--- config.mk ---
export PLATFORM = sky130hd
export DESIGN_NAME = keyword_token_lexer_core
export DESIGN_NICKNAME = d
export VERILOG_FILES = /design/src/rtl/ktl_pkg.sv /design/src/rtl/keyword_token_lexer_core.sv
export SDC_FILE = /design/constraint.sdc
export NUM_CORES = 1
export LEC_CHECK = 0
export BUFFER_PORTS_ARGS = -buffer_cell sky130_fd_sc_hd__buf_4
export CORE_MARGIN = 4
export CORE_UTILIZATION = 50
export CTS_CLUSTER_DIAMETER = 40
export DETAILED_ROUTE_END_ITERATION = 8
export GPL_TIMING_DRIVEN = 0
export PLACE_DENSITY = 0.74
export SLEW_MARGIN = 0
export SYNTH_ARGS = -nofsm -noshare
export SYNTH_HDL_FRONTEND = slang
export SYNTH_SLANG_ARGS = --single-unit
--- constraint.sdc ---
create_clock -name clk -period 5.17 [get_ports clk]
set_input_delay 0.517 -clock clk [delete_from_list [all_inputs] [get_ports clk]]
set_output_delay 0.517 -clock clk [all_outputs]
set_load 0.02 [all_outputs]
--- src/rtl/ktl_pkg.sv ---
// ============================================================================
// ktl_pkg
// Token kinds, error codes, keyword text and the result item type shared by
// the keyword token lexer.
// ============================================================================
`timescale 1ns / 1ps

package ktl_pkg;

    localparam int STORE_SLOTS = 8;
    localparam int NUM_KW      = 10;

    // Token kinds
    localparam logic [4:0] KIND_OPEN     = 5'd0;
    localparam logic [4:0] KIND_CLOSE    = 5'd1;
    localparam logic [4:0] KIND_KEYWORD0 = 5'd2;
    localparam logic [4:0] KIND_OP0      = 5'd12;
    localparam logic [4:0] KIND_NUMBER   = 5'd19;
    localparam logic [4:0] KIND_IDENT    = 5'd20;
    localparam logic [4:0] KIND_ERROR    = 5'd21;

    // Error codes
    localparam logic [1:0] ERR_NONE   = 2'd0;
    localparam logic [1:0] ERR_EOL    = 2'd1;
    localparam logic [1:0] ERR_NUMBER = 2'd2;

    // Character codes
    localparam logic [7:0] CH_NUL   = 8'h00;
    localparam logic [7:0] CH_OPEN  = 8'h28;
    localparam logic [7:0] CH_CLOSE = 8'h29;
    localparam logic [7:0] CH_MINUS = 8'h2D;

    // Operator index, OP_NONE when the byte is no operator
    localparam logic [2:0] OP_NONE = 3'd7;

    // Keywords, first character in the low byte, zero padded
    localparam logic [63:0] KW_TEXT [NUM_KW] = '{
        64'h0000_0000_7469_7571,   // quit
        64'h0000_0000_706C_6568,   // help
        64'h0000_0000_706D_7564,   // dump
        64'h0000_0000_7473_696C,   // list
        64'h0000_656E_6966_6564,   // define
        64'h0000_0000_6C61_7665,   // eval
        64'h0000_0000_0000_6669,   // if
        64'h0000_0065_6C69_6877,   // while
        64'h0000_0000_0074_6573,   // set
        64'h0000_006E_6967_6562    // begin
    };

    typedef struct packed {
        logic [4:0]         kind;
        logic signed [27:0] number;
        logic [63:0]        text;
        logic [3:0]         text_length;
        logic [1:0]         error_code;
        logic               last;
    } result_t;

    function automatic logic is_digit(input logic [7:0] c);
        return (c >= 8'h30) && (c <= 8'h39);
    endfunction

    function automatic logic is_alnum(input logic [7:0] c);
        return is_digit(c) || ((c >= 8'h61) && (c <= 8'h7A))
            || ((c >= 8'h41) && (c <= 8'h5A));
    endfunction

    function automatic logic [2:0] op_index(input logic [7:0] c);
        logic [2:0] idx;
        unique case (c)
            8'h2B:   idx = 3'd0;   // +
            8'h2D:   idx = 3'd1;   // -
            8'h2A:   idx = 3'd2;   // *
            8'h2F:   idx = 3'd3;   // /
            8'h3D:   idx = 3'd4;   // =
            8'h3C:   idx = 3'd5;   // <
            8'h3E:   idx = 3'd6;   // >
            default: idx = OP_NONE;
        endcase
        return idx;
    endfunction

endpackage

--- src/rtl/keyword_token_lexer_core.sv ---
// ============================================================================
// keyword_token_lexer_core
// Streaming tokenizer: one character byte per item in, token items out.
//
// Takes one character per accepted item and emits tokens: ten keywords,
// seven single-character operators, signed decimal numbers, identifiers,
// parentheses, a malformed-number error and an end-of-line error on NUL.
// A word is emitted when the character that ends it arrives; a parenthesis
// or NUL that ends a word gives two items, the word (last = 0) and then its
// own token (last = 1). Words keep their first MAX_WORD characters. Each
// character is handled in the cycle it is accepted: the word store and the
// classifier feed a four-entry result queue, so one character per cycle is
// sustained while the output side keeps up. in_ready drops while more than
// two results are queued. Results pass through the result queue registers
// before they appear at the output.
// ============================================================================
`timescale 1ns / 1ps

module keyword_token_lexer_core #(
    parameter int MAX_WORD = 8
) (
    input  logic                 clk,
    input  logic                 rst_n,
    input  logic                 in_valid,
    output logic                 in_ready,
    input  logic [7:0]           ch,
    output logic                 out_valid,
    input  logic                 out_ready,
    output logic [4:0]           kind,
    output logic signed [27:0]   number,
    output logic [63:0]          text,
    output logic [3:0]           text_length,
    output logic [1:0]           error_code,
    output logic                 last
);
    import ktl_pkg::*;

    localparam int QDEPTH = 4;
    localparam int QPTR_W = $clog2(QDEPTH);
    localparam int QCNT_W = $clog2(QDEPTH + 1);

    // ------------------------------------------------------------------
    // Word state
    // ------------------------------------------------------------------
    logic        in_word_reg, in_word_next;
    logic [63:0] word_text_reg, word_text_next;   // bytes past count undefined
    logic [3:0]  word_count_reg, word_count_next;
    logic        digits_only_reg, digits_only_next;
    logic [26:0] value_reg, value_next;

    // Result queue
    result_t             q_reg [QDEPTH];
    logic [QPTR_W-1:0]   wr_ptr_reg, rd_ptr_reg;
    logic [QCNT_W-1:0]   count_reg;

    logic in_fire, out_fire;
    logic single, op_char, word_char;
    logic start, store_any, emit_word;
    logic [1:0] n_push;

    logic [3:0]  st_count;
    logic        st_digits;
    logic [26:0] st_value;
    logic [26:0] value_x10;

    result_t word_res, single_res, push0, push1;
    logic [63:0] masked_text;
    logic [7:0]  first_ch;
    logic [2:0]  first_op;

    assign in_ready  = (count_reg <= QCNT_W'(QDEPTH - 2));
    assign in_fire   = in_valid && in_ready;
    assign out_valid = (count_reg != '0);
    assign out_fire  = out_valid && out_ready;

    // ------------------------------------------------------------------
    // Character classes
    // ------------------------------------------------------------------
    assign single    = (ch == CH_NUL) || (ch == CH_OPEN) || (ch == CH_CLOSE);
    assign op_char   = (op_index(ch) != OP_NONE);
    assign word_char = is_alnum(ch);

    // Pending word ends on anything but a word character
    assign emit_word = in_word_reg && !word_char;
    // An operator always opens a new word; a word character opens one
    // only when none is pending.
    assign start     = (!in_word_reg && (op_char || word_char)) || (in_word_reg && op_char);
    assign store_any = start || (in_word_reg && word_char);
    assign n_push    = {1'b0, emit_word} + {1'b0, single};

    // ------------------------------------------------------------------
    // Store one character into the pending (or fresh) word
    // ------------------------------------------------------------------
    assign st_count  = start ? 4'd0  : word_count_reg;
    assign st_digits = start ? 1'b1  : digits_only_reg;
    assign st_value  = start ? 27'd0 : value_reg;
    assign value_x10 = (st_value << 3) + (st_value << 1) + 27'(ch - 8'h30);

    always_comb
    begin
        in_word_next     = in_word_reg;
        word_text_next   = word_text_reg;
        word_count_next  = word_count_reg;
        digits_only_next = digits_only_reg;
        value_next       = value_reg;
        if (in_fire) begin
            in_word_next = store_any;
            if (store_any) begin
                word_count_next  = st_count;
                digits_only_next = st_digits;
                value_next       = st_value;
                if (st_count < 4'(MAX_WORD)) begin
                    word_text_next[st_count[2:0]*8 +: 8] = ch;
                    word_count_next = st_count + 4'd1;
                    if (is_digit(ch)) begin
                        if (st_digits) begin
                            value_next = value_x10;
                        end
                    end else if (!((st_count == 4'd0) && (ch == CH_MINUS))) begin
                        digits_only_next = 1'b0;
                    end
                end
            end
        end
    end

    // ------------------------------------------------------------------
    // Classify the pending word
    // ------------------------------------------------------------------
    always_comb
    begin
        for (int i = 0; i < STORE_SLOTS; i++) begin
            masked_text[i*8 +: 8] = (4'(i) < word_count_reg) ? word_text_reg[i*8 +: 8] : 8'h00;
        end
    end

    assign first_ch = masked_text[7:0];
    assign first_op = op_index(first_ch);

    always_comb
    begin
        word_res             = '0;
        word_res.text        = masked_text;
        word_res.text_length = word_count_reg;
        word_res.kind        = KIND_IDENT;
        // Stored characters are never NUL, so a zero-padded match is exact
        for (int k = NUM_KW - 1; k >= 0; k--) begin
            if ((word_count_reg != 4'd0) && (masked_text == KW_TEXT[k])) begin
                word_res.kind = KIND_KEYWORD0 + 5'(k);
            end
        end
        if (word_res.kind == KIND_IDENT && word_count_reg != 4'd0) begin
            priority if ((word_count_reg == 4'd1) && (first_op != OP_NONE)) begin
                word_res.kind = KIND_OP0 + {2'b00, first_op};
            end else if (is_digit(first_ch) || (first_ch == CH_MINUS)) begin
                if (digits_only_reg) begin
                    word_res.kind   = KIND_NUMBER;
                    word_res.number = (first_ch == CH_MINUS) ? -$signed({1'b0, value_reg})
                                                              :  $signed({1'b0, value_reg});
                end else begin
                    word_res.kind       = KIND_ERROR;
                    word_res.error_code = ERR_NUMBER;
                end
            end else begin
                word_res.kind = KIND_IDENT;
            end
        end
    end

    // Parenthesis or end of line
    always_comb
    begin
        single_res = '0;
        if (ch == CH_NUL) begin
            single_res.kind       = KIND_ERROR;
            single_res.error_code = ERR_EOL;
        end else begin
            single_res.kind        = (ch == CH_OPEN) ? KIND_OPEN : KIND_CLOSE;
            single_res.text        = {56'd0, ch};
            single_res.text_length = 4'd1;
        end
    end

    // Items to push: word first when there is one, then the single token
    always_comb
    begin
        push0      = emit_word ? word_res : single_res;
        push0.last = (n_push == 2'd1);
        push1      = single_res;
        push1.last = 1'b1;
    end

    // ------------------------------------------------------------------
    // Registers
    // ------------------------------------------------------------------
    always_ff @(posedge clk or negedge rst_n)
    begin
        if (!rst_n) begin
            in_word_reg     <= 1'b0;
            word_count_reg  <= 4'd0;
            digits_only_reg <= 1'b1;
            value_reg       <= 27'd0;
            wr_ptr_reg      <= '0;
            rd_ptr_reg      <= '0;
            count_reg       <= '0;
        end else begin
            in_word_reg     <= in_word_next;
            word_count_reg  <= word_count_next;
            digits_only_reg <= digits_only_next;
            value_reg       <= value_next;
            if (in_fire) begin
                wr_ptr_reg <= wr_ptr_reg + QPTR_W'(n_push);
            end
            if (out_fire) begin
                rd_ptr_reg <= rd_ptr_reg + QPTR_W'(1);
            end
            count_reg <= count_reg + QCNT_W'(in_fire ? n_push : 2'd0)
                       - QCNT_W'(out_fire);
        end
    end

    // Payload: no reset
    always_ff @(posedge clk)
    begin
        word_text_reg <= word_text_next;
        if (in_fire && (n_push != 2'd0)) begin
            q_reg[wr_ptr_reg] <= push0;
            if (n_push == 2'd2) begin
                q_reg[wr_ptr_reg + QPTR_W'(1)] <= push1;
            end
        end
    end

    assign kind        = q_reg[rd_ptr_reg].kind;
    assign number      = q_reg[rd_ptr_reg].number;
    assign text        = q_reg[rd_ptr_reg].text;
    assign text_length = q_reg[rd_ptr_reg].text_length;
    assign error_code  = q_reg[rd_ptr_reg].error_code;
    assign last        = q_reg[rd_ptr_reg].last;

    // ------------------------------------------------------------------
    // Assertions
    // ------------------------------------------------------------------
    a_queue_bound: assert property (@(posedge clk) disable iff (!rst_n)
        count_reg <= QCNT_W'(QDEPTH))
        else $error("result queue overflow");

    a_word_bound: assert property (@(posedge clk) disable iff (!rst_n)
        word_count_reg <= 4'(MAX_WORD))
        else $error("word count past MAX_WORD");

    a_word_nonempty: assert property (@(posedge clk) disable iff (!rst_n)
        in_word_reg |-> (word_count_reg != 4'd0))
        else $error("pending word with no characters");

    a_eol_closes: assert property (@(posedge clk) disable iff (!rst_n)
        (in_fire && (ch == CH_NUL)) |=> (!in_word_reg && (count_reg != '0)))
        else $error("end of line left a word pending or queued nothing");

    a_number_zero: assert property (@(posedge clk) disable iff (!rst_n)
        (out_valid && (kind != KIND_NUMBER)) |-> (number == 28'sd0))
        else $error("nonzero number on non-number item");

endmodule
# --- Word level (Yosys, flattened, before mapping) ---
# Memory sizes are Yosys's and may differ from the RTL's.
# Index checks and enable logic that the tools add are counted.
word_totals:
  input_bits: 12
  mem_bits_rw: 416
  memories: 1
  register_bits: 104
  output_inout_bits: 106
  word_cells: 169
mem_list:
  columns: ["memory", "words", "width", "read_ports", "rd_clocked_by_memory_dff", "write_ports", "line_no", "source"]
  rows:
  - ["q_reg", 4, 104, 1, 0, 2, "keyword_token_lexer_core.sv:52", "result_t q_reg [QDEPTH];"]
classes:
  n_eq_ne: 32
  order_cmp: 18
  muxes: 54
  n_shift: 2
  n_addsub: 13
  n_reduce_logical: 41
op_table:
  columns: ["operator", "n"]
  rows:
  - ["equality test 64 x 31 -> 1 bit (second input constant)", 5]
  - ["equality test 64 x 39 -> 1 bit (second input constant)", 2]
  - ["equality test 8 x 6 -> 1 bit (second input constant)", 16]
  - ["2-to-1 mux 28 bit", 4]
  - ["2-to-1 mux 27 bit", 4]
  - ["2-to-1 mux 104 bit", 1]
  - ["bitwise mux 64 bit", 1]
  - ["equality test 64 x 15 -> 1 bit (second input constant)", 1]
  - ["equality test 64 x 23 -> 1 bit (second input constant)", 1]
  - ["equality test 64 x 47 -> 1 bit (second input constant)", 1]
  - ["2-to-1 mux 8 bit", 8]
  - ["variable shift 8 x 34 -> 64 bit (first input constant)", 1]
  - ["indexed part select 8 x 34 -> 64 bit", 1]
  - ["2-to-1 mux 5 bit", 12]
  - ["adder 27 bit", 2]
  - ["one-hot mux 3 bit (7 select lines)", 2]
  - ["negation 6 -> 34 bit", 1]
  - ["2-to-1 mux 33 bit", 1]
  - ["negation 27 -> 28 bit", 1]
  - ["logical AND 1 bit", 24]
  - ["greater-or-equal comparator 8 x 6 -> 1 bit (second input constant)", 2]
  - ["greater-or-equal comparator 8 x 7 -> 1 bit (second input constant)", 2]
  - ["<= comparator 8 x 6 -> 1 bit (second input constant)", 2]
  - ["<= comparator 8 x 7 -> 1 bit (second input constant)", 2]
  - ["other kinds (32)", 63]

# --- Logic depth before layout (Yosys ltp) ---
# Gate-level depths: netlist (run 1).
logic_depth:
  word_depth: 18
  ltp_mapped: 20
  mapped_depth_nobuf: 19

# --- Worst setup path after synthesis (run 1) ---
# Ideal clock, no wire load.
synth_timing:
  path_type: "in2reg"
  startpoint: "input port ch[3]"
  endpoint: "register value_reg[18]"
  t_arrival_ps: 5089
  setup_slack_ps: -41
  path_buffers: 2
  required_ps: 5048
  setup_time_ps: 122
  stages: 19
  cell_sequence: "clkbuf_1 -> or4_1 -> a21oi_1 -> o21a_1 -> and2_1 -> o21a_1 -> clkbuf_1 -> nand2_1 -> fa_1 -> inv_1 -> fa_1 -> a211oi_1 -> o21ai_0 -> a211oi_1 -> a21boi_0 -> o21a_1 -> o21a_1 -> or3_1 -> a32o_1"
synth_between:
  elab_chain_len: 13
  word_cells_on_any_way: 37
  classes_between: "3 x add/sub; 7 x order compare; 8 x eq/ne; 7 x mux; 12 x reduce/logical"
synth_rtl:
  columns: ["element", "line_no", "source"]
  rows:
  - ["start: declaration", "keyword_token_lexer_core.sv:26", "input logic [7:0] ch,"]
  - ["greater-or-equal comparator 8 x 6 -> 1 bit, or another cell as far along", "ktl_pkg.sv:60", "return (c >= 8'h30) && (c <= 8'h39);"]
  - ["logical AND 1 bit, on equally long branches", "ktl_pkg.sv:60, ktl_pkg.sv:64", null]
  - ["logical OR 1 bit", "ktl_pkg.sv:64", "return is_digit(c) || ((c >= 8'h61) && (c <= 8'h7A))"]
  - ["logical OR 1 bit", "ktl_pkg.sv:65", "|| ((c >= 8'h41) && (c <= 8'h5A));"]
  - ["logical OR 1 bit", "keyword_token_lexer_core.sv:87", "assign start = (!in_word_reg && (op_char || word_char)) || (in_word_reg && op_char);"]
  - ["logical AND 1 bit", "keyword_token_lexer_core.sv:87", null]
  - ["logical OR 1 bit", "keyword_token_lexer_core.sv:87", null]
  - ["2-to-1 mux 27 bit", "keyword_token_lexer_core.sv:96", "assign st_value = start ? 27'd0 : value_reg;"]
  - ["adder 27 bit (2 in a row)", "keyword_token_lexer_core.sv:97", "assign value_x10 = (st_value << 3) + (st_value << 1) + 27'(ch - 8'h30);"]
  - ["2-to-1 mux 27 bit", "keyword_token_lexer_core.sv:116", "if (st_digits) begin"]
  - ["2-to-1 mux 27 bit", "keyword_token_lexer_core.sv:115", "if (is_digit(ch)) begin"]
  - ["2-to-1 mux 27 bit", "keyword_token_lexer_core.sv:112", "if (st_count < 4'(MAX_WORD)) begin"]
  - ["end signal: assignment", "keyword_token_lexer_core.sv:210", "value_reg <= value_next;"]
  - ["end: declaration", "keyword_token_lexer_core.sv:49", "logic [26:0] value_reg, value_next;"]
# Parallel ways exist; a longest one is shown, timed or not.
# A chain may end at the register's enable or synchronous reset.

==> results of run 1 <==
[final timing paths]
check                                     startpoint                   endpoint  slack, ns  cells past startpoint
min                                        out_ready  rd_ptr_reg[0]$_DFFE_PN0P_       0.30                      3
max reg2reg                  in_word_reg$_DFFE_PN0P_     q_reg[1][12]$_DFFE_PP_       0.56                      8
max                                            ch[3]     q_reg[1][12]$_DFFE_PP_       0.15                     11
min in group asynchronous                      rst_n  value_reg[26]$_DFFE_PN0P_       0.48                      2
min reg2reg                q_reg[2][64]$_SDFFE_PP0P_  q_reg[2][64]$_SDFFE_PP0P_       0.45                      2
max in group asynchronous                      rst_n     count_reg[2]$_DFF_PN0_       4.28                      2
[worst max-delay path: stages]
cell      delay, ns
clkbuf_1       0.24
or4_1          0.57
a21oi_1        0.16
o21a_1         0.17
nand3_2        0.27
clkbuf_1       0.39
ha_1           0.38
nor4_2         1.02
a21oi_1        0.22
clkbuf_1       0.56
inv_1          0.72
[per-layer routing]
metal	wire (um)	up-vias
li1	-	8745
met1	30800	9899
met2	36300	1019
met3	7340	205
met4	3600	0
met5	0	-
[through the flow]
step	std cells	area [um^2]	utilization (%)	TNS [ns]	setup WS, ns
floorplan	2272	23900	-	0	0.0599
global placement	2994	25500	54.4	-66.62	-1.03
detailed placement	2994	25500	54.4	-96.40	-1.07
CTS	3125	28000	59.7	0	0.0264
global route	3126	28000	59.8	0	0.00869
finish	3126	28000	59.8	0	0.149
[cells in the final DEF (no fill, tap or decap), drive strengths merged, types with 26 or more instances in the layout]
master  synthesis  layout
dfxtp         364     364
nand2         345     345
o21ai         269     269
clkbuf        121     211
a22o          172     172
nor2          151     151
buf            31     146
edfxtp        116     116
mux4          104     104
inv            44      55
a21oi          49      49
ha             41      41
dfrtp          39      39
nor3           32      32
and2           27      27
nand3          26      26
[kinds of logic after synthesis]
kind of cell | count (synthesis) | synth area share, %
mux | 107 | 9.95
fa+ha+maj | 66 | 4.24
simple gates | 724 | 14.3
xor+xnor | 50 | 1.83
flops | 520 | 49.3
compound gates | 608 | 17.2
buf+inv | 197 | 3.25
[timing repair]
item	CTS	global route
pin swaps	0	1
hold buffers	1	0
setup endpoints to repair	6	36
resized for setup	6	13
endpoints found under the hold margin	39	0
[cell type report]
cell class	count	share of cell area, %
plain buffers	152	2.21
multi-input cells	1555	40.6
well taps	607	2.71
repair buffers	117	3.17
inverters	45	0.616
flip-flops and latches	520	42.0
clock buffers	89	6.99
clock inverters	41	1.74
[power groups by stage]
stage,Sequential (uW),Combinational [uW],Clock [uW]
3_3_place_gp,5030,4770,0
4_1_cts,4990,4910,5030
3_5_place_dp,5070,4880,0
6_report,5000,4970,5020
2_1_floorplan,4960,3290,0
5_1_grt,5050,5380,5240
[cell usage after synthesis, drive strengths merged, types with 5 or more instances]
cell type / instances / area share [%]
dfxtp: 364 / 31
nand2: 345 / 5.4
o21ai: 269 / 5.7
a22o: 172 / 6.3
nor2: 151 / 2.4
clkbuf: 121 / 1.9
edfxtp: 116 / 15
mux4: 104 / 9.8
a21oi: 49 / 1.0
inv: 44 / 0.69
ha: 41 / 2.1
dfrtp: 39 / 4.1
nor3: 32 / 0.69
buf: 31 / 0.64
and2: 27 / 0.71
nand3: 26 / 0.57
fa: 25 / 2.1
nor4: 25 / 0.81
xnor2: 25 / 0.92
xor2: 25 / 0.92
o22ai: 22 / 0.58
nand2b: 16 / 0.42
nand4: 16 / 0.42
or3: 12 / 0.31
nor3b: 11 / 0.37
o21a: 11 / 0.35
a21o: 10 / 0.31
nand3b: 10 / 0.31
o31ai: 10 / 0.37
a211oi: 8 / 0.27
nor2b: 8 / 0.21
or2: 8 / 0.21
or4: 8 / 0.28
o211ai: 7 / 0.22
nand4b: 6 / 0.22
o41ai: 6 / 0.41
a211o: 5 / 0.18
o2111ai: 5 / 0.18
==> impl_metrics.tcl, run 1 <==
set metrics [dict create \
    start_util_pct 51.0 \
    seq_area_frac_synth_pct 49.3 \
    cts-root-buf "clkbuf_16" \
    violations "max-capacitance violations" \
    diodes 0 \
    grt-busiest-layer "met2" \
    yosys_register_bits 520 \
    clk_latency_ns 0.61 \
    timing.hold.ws_ns 0.302 \
    finalSetupViolCount 0 \
    area_growth_pct 17.4 \
    wl_per_cell_um 25.0 \
    start_kind "input port" \
    synth_edf_count 116 \
    grtUsageMet2_pct 47.6 \
    end_kind "flip-flop" \
    fmax_ghz 0.199 \
    combPwrFrac_pct 33.1 \
    fin_crit_ns 5.02 \
    synth_nets 2350 \
    grt_max_degree 41 \
    num_vias 19868 \
    max_slew.worst_pin.slew_ns 1.50 \
    cts_max_path_buffers 3 \
    slew_headroom_pct 0.261 \
    multi_input_area_um2 11400 \
    finalHoldViolCount 0 \
    crit_required_ns 5.40 \
    synth_ff_type "dfxtp_1" \
    register_area_um2 11800 \
    internal-power_uw 9600 \
    ir_drop_v 0.000333 \
    rsz0062_at_grt "false" \
    worst_clock_skew_ns 0.0196 \
    largest_reg_flops 416 \
    met3_usage_pct 7.69 \
    avgSynthCellArea_um2 10.5 \
    place.gp.congestion 0.987 \
    overflow 0 \
    grtUsageMet1_pct 39.6 \
    yosys_warnings 0 \
    grt_pass1_vias 19631 \
    holdCritPathClass "in2reg" \
    period_share_pct 97.1 \
    wl_um 78000 \
    finalPower_uw 15000 \
    crit_type "in2reg" \
    synth_cell_types 87 \
    first_iter_violations 2151 \
    p_leak_uw 0.0107 \
    swShare_pct 36.0 \
    port_buffers 115 \
    layout.nets 2540 \
    cp_data_arrival_time_ns 5.25 \
    grt_pass1_wl_um 117000 \
    row_count 79 \
    ioPinCount 118 \
    nFillCells 3825 \
    drv_cap 1 \
    cts_setup_buffers 0 \
    power_frac_clock_pct 33.5 \
    status "finished, violations left" \
    cts_tree "built" \
    cts.sinks 520 \
    die_h_um 227 \
    die_w_um 227 \
    p_per_area_nw_per_um2 535 \
    drv_slew 0 \
    asyncSetResetFlopFracSynth_pct 7.69 \
    cts-htree-levels 3 \
    clkTransAtPathRegs_ns 0.05 \
    via_per_inst 6.36 \
    power.net_switching_uw 5390 \
    grt_usage_pct 30.2 \
    die_area_um2 51300 \
    crit_path_max_fanout 14 \
    post-route-drc-count 0 \
    seqPwrFrac_pct 33.4 \
    antenna_found_initial 3 \
    drtPass1Iterations 6 \
    dp_hpwl_um 55700 \
    cts_buffers 71 \
    detail-route-antenna-nets 0 \
    syn_area_um2 23900 \
    synthCells 2272 \
    core_um2 46900 \
    drive_gt1_share_pct 16.5 \
]
Note: power is estimated with default switching activity, not from simulation.
==> inputs of run 2 (changes only) <==
- CTS_BUF_LIST: not set -> sky130_fd_sc_hd__clkbuf_2
==> impl_metrics.tcl, run 2 (same netlist as run 1, synthesis figures left out) <==
set metrics [dict create \
    clk_latency_ns 1.36 \
    r2r_slack_ns 0.45 \
    detail-route-antenna-nets 0 \
    port_buffers 115 \
    grt_max_degree 40 \
    crit_path_max_fanout 14 \
    cts.sinks 520 \
    final_cell_area_um2 27100 \
    wl_um 78500 \
    cts_setup_buffers 0 \
    die_w_um 227 \
    placed_cell_area_um2 25500 \
    cts_buffers 137 \
    wl_per_cell_um 24.0 \
    area_growth_pct 13.5 \
    antenna_found_initial 7 \
    multi_input_area_um2 11300 \
    start_util_pct 51.0 \
    first_iter_violations 2155 \
    fin_crit_ns 5.14 \
    start_kind "input port" \
    num_vias 20394 \
    holdCritPathClass "in2reg" \
    p_leak_uw 0.0106 \
    grt_pass1_vias 20016 \
    ir_drop_v 0.000287 \
    drv_slew 0 \
    worst_clock_skew_ns 0.102 \
    grt_usage_pct 30.5 \
    crit_required_ns 6.07 \
    layout.nets 2629 \
    row_count 79 \
    grt_pass1_wl_um 118000 \
    die_h_um 227 \
    post-route-drc-count 0 \
    place.gp.congestion 0.987 \
    ioPinCount 118 \
    drv_cap 0 \
    nFillCells 4033 \
    slew_headroom_pct 11.3 \
    overflow 0 \
    cts_tree "built" \
    period_share_pct 99.3 \
    fmax_ghz 0.195 \
    cts-root-buf "clkbuf_2" \
    p_per_area_nw_per_um2 478 \
    cp_data_arrival_time_ns 6.03 \
    dp_hpwl_um 55700 \
    setup_slack_ns 0.0348 \
    rsz0062_at_grt "true" \
    die_area_um2 51300 \
    status "finished clean" \
    clkTransAtPathRegs_ns 0.09 \
    register_area_um2 11800 \
    final_common_cell "dfxtp_1" \
    core_um2 46900 \
    crit_type "in2reg" \
    cts-htree-levels 4 \
    drive_gt1_share_pct 19.4 \
    end_kind "flip-flop" \
    drtPass1Iterations 8 \
    largest_reg_flops 416 \
    finalSetupViolCount 0 \
    cts_max_path_buffers 3 \
    finalHoldViolCount 0 \
    max_slew.worst_pin.slew_ns 1.32 \
    via_per_inst 6.24 \
    dpl_worst_slack_ns -1.07 \
    final_cell_mix "dfxtp_1, nand2_1, o21ai_0, clkbuf_2, a22o_1" \
]
==> run 2: layout make-up <==
cell class                 instances  area share, %
tap                              607           2.80
timing repair buffer             140           4.16
clock buffer                     199           3.67
inverter                          45          0.623
multi-input combinational       1555           41.9
sequential                       520           43.4
buffer                           152           2.37
antenna                            5         0.0461
clock inverter                    43           1.06
==> run 2: final timing paths <==
check | startpoint | to | cells past startpoint
min in group asynchronous | rst_n | digits_only_reg$_DFFE_PN1P_ | 3
worst min register to register | q_reg[2][64]$_SDFFE_PP0P_ | q_reg[2][64]$_SDFFE_PP0P_ | 2
worst max-delay path | ch[2] | q_reg[2][12]$_DFFE_PP_ | 13
worst min-delay path | out_ready | rd_ptr_reg[0]$_DFFE_PN0P_ | 4
max in group asynchronous | rst_n | value_reg[16]$_DFFE_PN0P_ | 4
worst max register to register | in_word_reg$_DFFE_PN0P_ | value_reg[26]$_DFFE_PN0P_ | 15
==> run 2: worst max-delay path: stages <==
cell and delay, ns:
dlygate4sd3_1 0.53, buf_4 0.16, nor4_1 0.34, dlygate4sd3_1 0.61, nand3_1 0.40, clkbuf_1 0.39, nand2_1 0.20, inv_1 0.08
ha_1 0.29, nor4b_2 1.03, a21oi_1 0.21, clkbuf_1 0.56, inv_1 0.71
==> run 2: report_power, final <==
part           switching [uW]  internal (uW)
Clock                    1770           1200
Combinational            3140           1860
Sequential                336           4650
==> run 2: what timing repair did <==
action                                  4_1_cts  5_1_grt
gates resized for setup                       7        6
endpoints found under the hold margin       107        0
gates cloned                                  0        0
endpoints found under the setup margin       27       35
hold buffers                                 24        0
==> run 2: through the flow <==
stage	total power (uW)	setup TNS, ns	hold slack [ns]	std cells	utilization (%)
2_1_floorplan	8250	0	0.221	2272	-
3_3_place_gp	9810	-66.62	0.428	2994	54.4
3_5_place_dp	9940	-96.40	0.438	2994	54.4
4_1_cts	12900	0	0.0119	3260	57.8
5_1_grt	13700	-0.0369	0.0682	3265	57.9
6_report	13000	0	0.103	3266	57.9
==> run 2: layer usage <==
metal	vias to the layer above	share of wire, %	GRT usage, %
met5	-	0	0
li1	8996	-	-
met4	0	4.1	13.5
met2	1132	47	48.3
met3	208	9.8	8.22
met1	10058	40	39.7
==> inputs of run 3 (changes only) <==
- CELL_PAD_IN_SITES_DETAIL_PLACEMENT: not set -> 1
- CELL_PAD_IN_SITES_GLOBAL_PLACEMENT: not set -> 1
- PLACE_DENSITY: 0.74 -> 0.88
==> impl_metrics.tcl, run 3 (same netlist as run 1, synthesis figures left out) <==
set metrics [dict create \
    ioPinCount 118 \
    grt_max_degree 40 \
    period_share_pct 99.2 \
    final_common_cell "dfxtp_1" \
    p_leak_uw 0.0106 \
    cts_tree "built" \
    drv_slew 0 \
    finalSetupViolCount 0 \
    clkTransAtPathRegs_ns 0.12 \
    holdCritPathClass "in2reg" \
    detail-route-antenna-nets 0 \
    clk_latency_ns 1.37 \
    drtPass1Iterations 6 \
    cts.sinks 520 \
    crit_type "in2reg" \
    critPathMaxStageDelay_ns 0.63 \
    grt-busiest-layer "met2" \
    core_um2 46900 \
    cts-htree-levels 4 \
    num_vias 21282 \
    final_cells 3272 \
    crit_top_cell "clkbuf_1" \
    cts-root-buf "clkbuf_2" \
    largest_reg_flops 416 \
    rsz0062_at_grt "false" \
    cpMaxStageDelayCell "dlygate4sd3_1" \
    multi_input_area_um2 11400 \
    cp_data_arrival_time_ns 6.26 \
    start_util_pct 51.0 \
    start_kind "input port" \
    die_area_um2 51300 \
    max_slew.worst_pin.slew_ns 1.41 \
    row_count 79 \
    port_buffers 115 \
    met3_usage_pct 7.52 \
    grt_pass1_vias 22570 \
    place.gp.congestion 0.966 \
    final_cell_area_um2 27200 \
    p_per_area_nw_per_um2 488 \
    drive_gt1_share_pct 19.9 \
    ir_drop_v 0.000286 \
    worst_clock_skew_ns 0.122 \
    slew_headroom_pct 5.46 \
    die_w_um 227 \
    grtUsageMet1_pct 41.7 \
    wl_per_cell_um 27.4 \
    die_h_um 227 \
    fin_crit_ns 5.13 \
    final_cell_mix "dfxtp_1, nand2_1, o21ai_0, clkbuf_2, a22o_1" \
    cts_buffers 137 \
    wl_um 89800 \
    placed_cell_area_um2 25500 \
    area_growth_pct 13.9 \
    first_iter_violations 2321 \
    place_inst 2994 \
    crit_required_ns 6.30 \
    post-route-drc-count 0 \
    register_area_um2 11800 \
    status "finished clean" \
    end_kind "flip-flop" \
    overflow 0 \
    crit_path_max_fanout 10 \
    layout.nets 2632 \
    cts_max_path_buffers 3 \
    cp_cell_sequence "dlygate4sd3_1 > buf_4 > nor4_1 > dlygate4sd3_1 > nand3_1 > clkbuf_1 > nand2_1 > inv_1 > ha_1 > nor2_1 > and3_1 > clkbuf_1 > a21oi_1 > clkbuf_2 > clkbuf_1 > nand2_1 > o21ai_0" \
    nFillCells 5280 \
    grt_pass1_wl_um 135000 \
    antenna_found_initial 1 \
    grtUsageMet2_pct 58.0 \
    fmax_ghz 0.195 \
    finalHoldViolCount 0 \
    drv_cap 0 \
    grt_usage_pct 34.7 \
    dp_hpwl_um 61700 \
    via_per_inst 6.50 \
]
==> run 3: stage by stage <==
step	setup WS, ns	setup TNS [ns]	utilization [%]	power (uW)	hold WS [ns]
final	0.0411	0	58.1	13300	0.191
after CTS	0.0181	0	57.8	13100	0.0376
after floorplan	0.0599	0	-	8250	0.221
after global routing	0.00667	0	58.1	13900	0.144
after detailed placement	-1.22	-141.91	54.4	10100	0.438
after global placement	-1.03	-70.58	54.4	9800	0.428
==> run 3: path summary, 6_finish.rpt <==
kind	start	end	slack, ns	cells past startpoint
max in group asynchronous	rst_n	count_reg[0]$_DFF_PN0_	4.54	4
max reg2reg	in_word_reg$_DFFE_PN0P_	q_reg[0][2]$_SDFFE_PP0P_	0.35	12
min reg2reg	q_reg[1][16]$_SDFFE_PP0P_	q_reg[1][16]$_SDFFE_PP0P_	0.46	2
min	out_ready	rd_ptr_reg[0]$_DFFE_PN0P_	0.19	4
max	ch[2]	q_reg[0][2]$_SDFFE_PP0P_	0.04	17
min in group asynchronous	rst_n	word_count_reg[2]$_DFFE_PN0P_	0.29	4
==> run 3: where the power goes <==
group	switching (uW)	leakage [uW]	internal, uW
logic	3350	0.00516	1870
registers	360	0.00449	4650
clock network	1840	0.000984	1200
==> run 3: layer usage <==
| metal | share of wire [%] | routed length, um |
|---|---|---|
| met3 | 8.5 | 7630 |
| met4 | 6.1 | 5430 |
| met5 | 0 | 0 |
| met1 | 37 | 33600 |
| met2 | 48 | 43100 |
==> run 3: cell type report <==
class                      instances  share of cell area [%]
timing repair buffer             143                    4.34
antenna                            1                 0.00920
multi-input combinational       1555                    41.9
clock buffer                     214                    3.94
inverter                          45                   0.649
clock inverter                    35                   0.791
tap                              607                    2.79
buffer                           152                    2.33
sequential                       520                    43.3
==> run 3: worst max-delay path: cells and delay by family <==
family / cells / cell delay [ns]
buffers and inverters: 8 / 3.26
AND/OR/NAND/NOR: 6 / 1.70
AO/OA/AOI/OAI: 2 / 0.41
adder cells (fa/ha/maj): 1 / 0.34
==> run 3: repair_timing <==
item,4_1_cts,5_1_grt
resized for setup,4,19
hold endpoints to repair,115,0
endpoints found under the setup margin,38,104
hold buffers,26,0
setup buffers,0,2
